`config.mk`:
```
export PLATFORM = sky130hd
export DESIGN_NAME = ole_controller
export DESIGN_NICKNAME = d
export VERILOG_FILES = /design/src/design/ole_pkg.sv /design/src/design/ole_controller.sv
export SDC_FILE = /design/constraint.sdc
export NUM_CORES = 1
export LEC_CHECK = 0
export ABC_CLOCK_PERIOD_IN_PS = 2250
export BUFFER_PORTS_ARGS = -buffer_cell sky130_fd_sc_hd__buf_2
export CAP_MARGIN = 30
export CELL_PAD_IN_SITES_DETAIL_PLACEMENT = 1
export CELL_PAD_IN_SITES_GLOBAL_PLACEMENT = 1
export CORE_AREA = 4 4 41 43
export CTS_BUF_LIST = sky130_fd_sc_hd__clkbuf_16
export CTS_CLUSTER_SIZE = 25
export DETAILED_ROUTE_END_ITERATION = 7
export DIE_AREA = 0 0 45 47
export GPL_TIMING_DRIVEN = 0
export PLACE_DENSITY_LB_ADDON = 0.1
export SYNTH_ARGS = -nofsm -noshare
export SYNTH_HDL_FRONTEND = slang
export SYNTH_SLANG_ARGS = --single-unit
export TNS_END_PERCENT = 30
```
`constraint.sdc`:
```
create_clock -name clk -period 2.25 [get_ports clk]
set_clock_uncertainty 0.2 [all_clocks]
set_input_delay 0.3375 -clock clk [delete_from_list [all_inputs] [get_ports clk]]
set_output_delay 0.3375 -clock clk [all_outputs]
set_load 0.02 [all_outputs]
```
`src/design/ole_pkg.sv`:
```
// Shared types, constants and codes for the ordered list engine.
package ole_pkg;

  localparam int Capacity = 64;
  localparam int IdxW = $clog2(Capacity);
  localparam int CntW = $clog2(Capacity + 1);

  typedef enum logic [2:0] {
    OP_INS_HEAD  = 3'd0,
    OP_INS_TAIL  = 3'd1,
    OP_INS_AFTER = 3'd2,
    OP_DEL_HEAD  = 3'd3,
    OP_DEL_TAIL  = 3'd4,
    OP_DEL_AT    = 3'd5,
    OP_COUNT     = 3'd6,
    OP_SEARCH    = 3'd7
  } opcode_t;

  typedef enum logic [2:0] {
    ST_OK       = 3'd0,
    ST_FULL     = 3'd1,
    ST_EMPTY    = 3'd2,
    ST_BADPOS   = 3'd3,
    ST_NOTFOUND = 3'd4
  } status_t;

  typedef enum logic [1:0] {
    S_IDLE,
    S_EXEC,
    S_HOLD
  } state_t;

  // Commands from the controller to the datapath.
  typedef struct packed {
    logic capture;
    logic exec;
  } ctl_cmd_t;

endpackage

```
`src/design/ole_controller.sv`:
```
// Handshake controller of the list engine.
module ole_controller (
  input  logic              clk,
  input  logic              rst,
  input  logic              in_valid,
  output logic              in_stall,
  output logic              out_valid,
  input  logic              out_stall,
  output ole_pkg::ctl_cmd_t cmd
);

  ole_pkg::state_t state, state_next;
  logic            take;

  assign take = in_valid && !in_stall;

  always_ff @(posedge clk) begin
    if (rst) begin
      state <= ole_pkg::S_IDLE;
    end else begin
      state <= state_next;
    end
  end

  always_comb begin
    state_next = state;
    case (state)
      ole_pkg::S_IDLE: begin
        if (take) state_next = ole_pkg::S_EXEC;
      end
      ole_pkg::S_EXEC: begin
        state_next = ole_pkg::S_HOLD;
      end
      ole_pkg::S_HOLD: begin
        if (!out_stall) state_next = take ? ole_pkg::S_EXEC : ole_pkg::S_IDLE;
      end
      default: state_next = ole_pkg::S_IDLE;
    endcase
  end

  always_comb begin
    in_stall    = 1'b1;
    out_valid   = 1'b0;
    cmd.exec    = 1'b0;
    case (state)
      ole_pkg::S_IDLE: in_stall = 1'b0;
      ole_pkg::S_EXEC: cmd.exec = 1'b1;
      ole_pkg::S_HOLD: begin
        out_valid = 1'b1;
        in_stall  = out_stall;
      end
      default: in_stall = 1'b1;
    endcase
    cmd.capture = take;
  end

endmodule

```
After elaboration in Yosys (flattened, before gate mapping)
Cells that the tools add are included.

word-level totals
  flip-flop bits (word level) = 2
  memories = 0
  latch bits = 0
  word-level logic and storage cells = 16
  memory bits (read-only) = 0
  memory bits (writable) = 0

operators by class
  multiplexer cells = 7
  $mul = 0
  eq/ne operators = 4
  $lt $le $gt $ge = 0
  add/sub/neg operators = 0
  div/mod/pow operators = 0
  bitwise logic cells = 0
  reduce and logical (&&, ||, !) cells = 4
  shift operators = 0

operators with widths
  operator                                        number
  case mux 2 bit (3 select lines)                 1
  2-to-1 mux 2 bit                                2
  inequality test 2 bit (second input constant)   2
  2-to-1 mux 1 bit                                3
  == test 2 x 1 -> 1 bit (second input constant)  1
  == test 2 bit (second input constant)           1
  logical NOT 2 bit                               1
  case mux 1 bit (2 select lines)                 1
  AND reduction 2 bit                             1
  logical AND 1 bit                               1
  logical NOT 1 bit                               1

Longest topological paths before layout
  word-level depth = 7
  depth in mapped cells = 3
  mapped depth without buffers = 2

Least setup slack after synthesis
OpenSTA, ideal clock, no wires.

  path kind = input to output
  start = input out_stall
  end = output cmd[1] (netlist name)
  buffers on the path = 1
  cell stages on the path = 3
  setup slack = 0.906 ns
  arrival = 0.807 ns
  cells stage by stage = and2_4 -> nor3b_1 -> buf_4

on the way
  word-level cells in the longest chain between the ends = 3

RTL lines
  element                          RTL line              RTL
  start: declaration               ole_controller.sv:8   input logic out_stall,
  case mux 1 bit (2 select lines)  ole_controller.sv:45  case (state)
  logical NOT 1 bit                ole_controller.sv:15  assign take = in_valid && !in_stall;
  logical AND 1 bit                ole_controller.sv:15
  end: declaration                 ole_controller.sv:9   output ole_pkg::ctl_cmd_t cmd

No other way between the ends.

Worst setup path in the final report
  start = register state[1]
  end = output cmd[1] (netlist name)

on the way
  word-level cells in the longest chain between the ends = 4

RTL lines
  element                                             RTL line              RTL
  start: declaration                                  ole_controller.sv:12  ole_pkg::state_t state, state_next;
  start signal: assignment                            ole_controller.sv:19  state <= ole_pkg::S_IDLE;
  start signal: assignment                            ole_controller.sv:21  state <= state_next;
  == test 2 bit or logical NOT 2 bit (tied branches)  ole_controller.sv:45
  case mux 1 bit (2 select lines) (*)                 ole_controller.sv:45
  logical NOT 1 bit (*)                               ole_controller.sv:15
  logical AND 1 bit (*)                               ole_controller.sv:15

Mark *: on every way between the ends. The rest lies on a longest branch, timed or not.

==> results by group <==
Power and ir drop
  • Power per cell area: 1274 nW/µm²
  • Leakage power figure: 0.1312 nW
  • Highest ir drop seen on vdd: 0.2681 mV

Placement
  • Final estimated routing congestion in global placement: 0.6216
  • IO Port Bufs: 7
  • Number of placed cells counting well taps: 35
  • Sum of net half-perimeters after detailed placement: 267.6 µm

Yosys
  • Number of enable-type register cells in the synthesized netlist: 0
  • Net count of the mapped netlist: 17
  • Fraction of registers with async set or reset after synthesis: 0
  • Cell accounting for the most synthesized area: sky130_fd_sc_hd__dfxtp_1
  • Post-synthesis instance area: ~130 µm²
  • Part of the Yosys area used for sequential elements: 0.3019
  • Average cell area after synthesis: slightly above 10 µm²
  • Syn. warnings: 0
  • Cells after synthesis: 13
  • Ranking of synthesized cells by instance count: sky130_fd_sc_hd__buf_4, sky130_fd_sc_hd__dfxtp_1
  • Top cell type's share of synthesized area: 0.3019
  • Synth area leaders: sky130_fd_sc_hd__dfxtp_1, sky130_fd_sc_hd__buf_4, sky130_fd_sc_hd__nor4b_2
  • Post-synth top flop: sky130_fd_sc_hd__dfxtp_1
  • Distinct cell type count of the synthesized netlist: 11
  • Register bit total from synthesis: 2

STA
  • Total setup violations reported at the end of the flow: 0
  • Final min period: 1704 ps
  • Relative max-transition margin: 0.8576
  • Unrepaired setup endpoints after global routing: no
  • Maximum frequency from static timing analysis: between 0.5 and 0.6 GHz
  • Final Slew Violations: 0
  • Fin. Hold Viols: 0
  • Accumulated negative setup slack: 0 ps
  • Worst slack on hold paths: 122.1 ps
  • Worst Tran Pin Value: about 210 ps
  • Share of the clock period used by the worst path: 0.7572

Setup path
  • Critical Path End Type: primary output
  • Critical-path cell list: and2_4, nor3b_1, buf_4, buf_2
  • WP data required: 1710 ps
  • Maximum fanout count along the critical path: 4
  • Startpoint type of the worst setup path: register
  • Cell with the largest stage delay on the worst path: sky130_fd_sc_hd__dfxtp_1
  • Worst setup startpoint: state[1]
  • Arrival time worst endpoint: roughly 1200 ps
  • Largest stage delay, worst path: 330 ps
  • Critical Setup Path Class: reg -> out
  • Reg-to-Reg Start: state[0]

Layout
  • Ratio of cells with drive above 1 in the final layout: 0.7391
  • Non-Filler Instances: 38
  • Number of inserted diodes: 0
  • Area growth syn-to-layout: 97.17%
  • Count of nets after finishing: 29
  • Largest register by flop count: state
  • Largest registers ranked by flip-flop count: state (2)
  • Number of flip-flops in the largest register: 2

Clock network
  • Cts-stage hold buffer count: 0
  • Post-CTS sizing: 0
  • Clock sinks: 2
  • CTS buffer count: 3
  • Post-CTS repair timing setup buffer count: 0
  • TritonCTS clock tree: done
  • Clock latency at the later pin of the worst-skew pair: 220 ps
  • Clock H-tree levels: 1
  • Clock transition at the register clock pins on the worst setup and hold paths after CTS: 30 ps
  • Clock tree buffer depth: 2
  • Root cell of the clock tree: sky130_fd_sc_hd__clkbuf_16

Route
  • Drt first pass iters: 1
  • Final Routed Wirelength: 351 µm
  • Vias/cell: 3.237
  • Drt first-iter violations: 0
  • Final antenna-violating net count: 0
  • Total number of vias: 123
  • Average detailed-routed wire length per instance: 9.237 µm
  • Residual DRC: 0

Floorplan
  • CORE AREA: approximately 1300 µm²
  • Die span in y: roughly 47 µm
  • Row cnt: 13
  • Initial standard-cell utilization of the core: 0.1019
  • Floorplan die width: 45 µm
  • Area of the die: roughly 2100 µm²
  • Number of primary I/O pins: 8

Run status
  • Outcome: finished clean

Hold path
  • Type of the tightest min-delay check: in -> reg
  • Hold Path Origin: rst

Global routing
  • Number of global-route vias before repair: between 150 and 200
  • Wire length of the first global-routing pass: 676 µm
  • Antenna violations before repair: 0
  • Global-route total usage across every layer: 0.05122
  • Leftover overflow at the end of global routing: 0
  • Maximum number of pins on one net before global-route repair: 7

Job
  • # Max-Cap Violations: 0
worst paths after layout:
path | depth (start not counted) | end | slack, ps
worst max-delay path | 4 | cmd[1] | 550
worst min-delay path | 2 | state[0] | 120
worst max register to register | 2 | state[1] | 1190
worst min register to register | 1 | state[0] | 350
logic make-up after synthesis:
family                 count (synthesis)  synth area share
AO/OA/AOI/OAI                          1           0.07547
buffers and inverters                  3            0.1414
flip-flops                             2            0.3019
AND/OR/NAND/NOR                        7            0.4811
final cells by class:
type,count,area (µm²)
timing repair buffer,7,35.03
inverter,1,3.754
buffer,2,15.01
sequential,2,40.04
fill,163,1040
clock buffer,3,75.07
multi-input combinational,8,73.82
tap,15,18.77
layout by cell type (no fill, tap or decap), drive strengths merged:
cell | Yosys | layout
nor2 | 1 | 1
or2 | 1 | 1
clkbuf | 0 | 3
nor2b | 1 | 1
dfxtp | 2 | 2
a22o | 1 | 1
nor4b | 1 | 1
nor3b | 1 | 1
and2b | 1 | 1
inv | 1 | 1
and2 | 1 | 1
buf | 2 | 9
power breakdown:
part / switching (mW) / leakage, nW / total, mW / internal, mW
logic: 0.0134 / 0.0778 / 0.0286 / 0.0152
registers: 0.00302 / 0.0165 / 0.0410 / 0.0380
clock network: 0.0376 / 0.0370 / 0.263 / 0.226
per-stage QoR:
stage	setup WS, ps	util	total power [mW]	cell area, µm²
after detailed placement	648.5	0.1433	0.07067	186.4
final	546.3	0.2010	0.3330	261.5
after global routing	423.7	0.2010	0.3503	261.5
after floorplan	905.7	-	0.06081	132.6
after CTS	514.8	0.2010	0.3400	261.5
after global placement	656.9	0.1433	0.07050	186.4
worst max-delay path: cells and delay by family (launching register included):
family                 cells  cell delay (ps)
and+or+nand+nor            2              340
buffers and inverters      2              280
DFF                        1              330
layer usage:
layer | GRT usage | part of all wire | vias up
met5 | 0 | 0 | -
met4 | 0.07018 | 0 | 0
met3 | 0.04598 | 0.13 | 0
met2 | 0.06780 | 0.52 | 5
met1 | 0.03837 | 0.35 | 57
li1 | - | - | 61
Power figures use the tool's default switching activity.
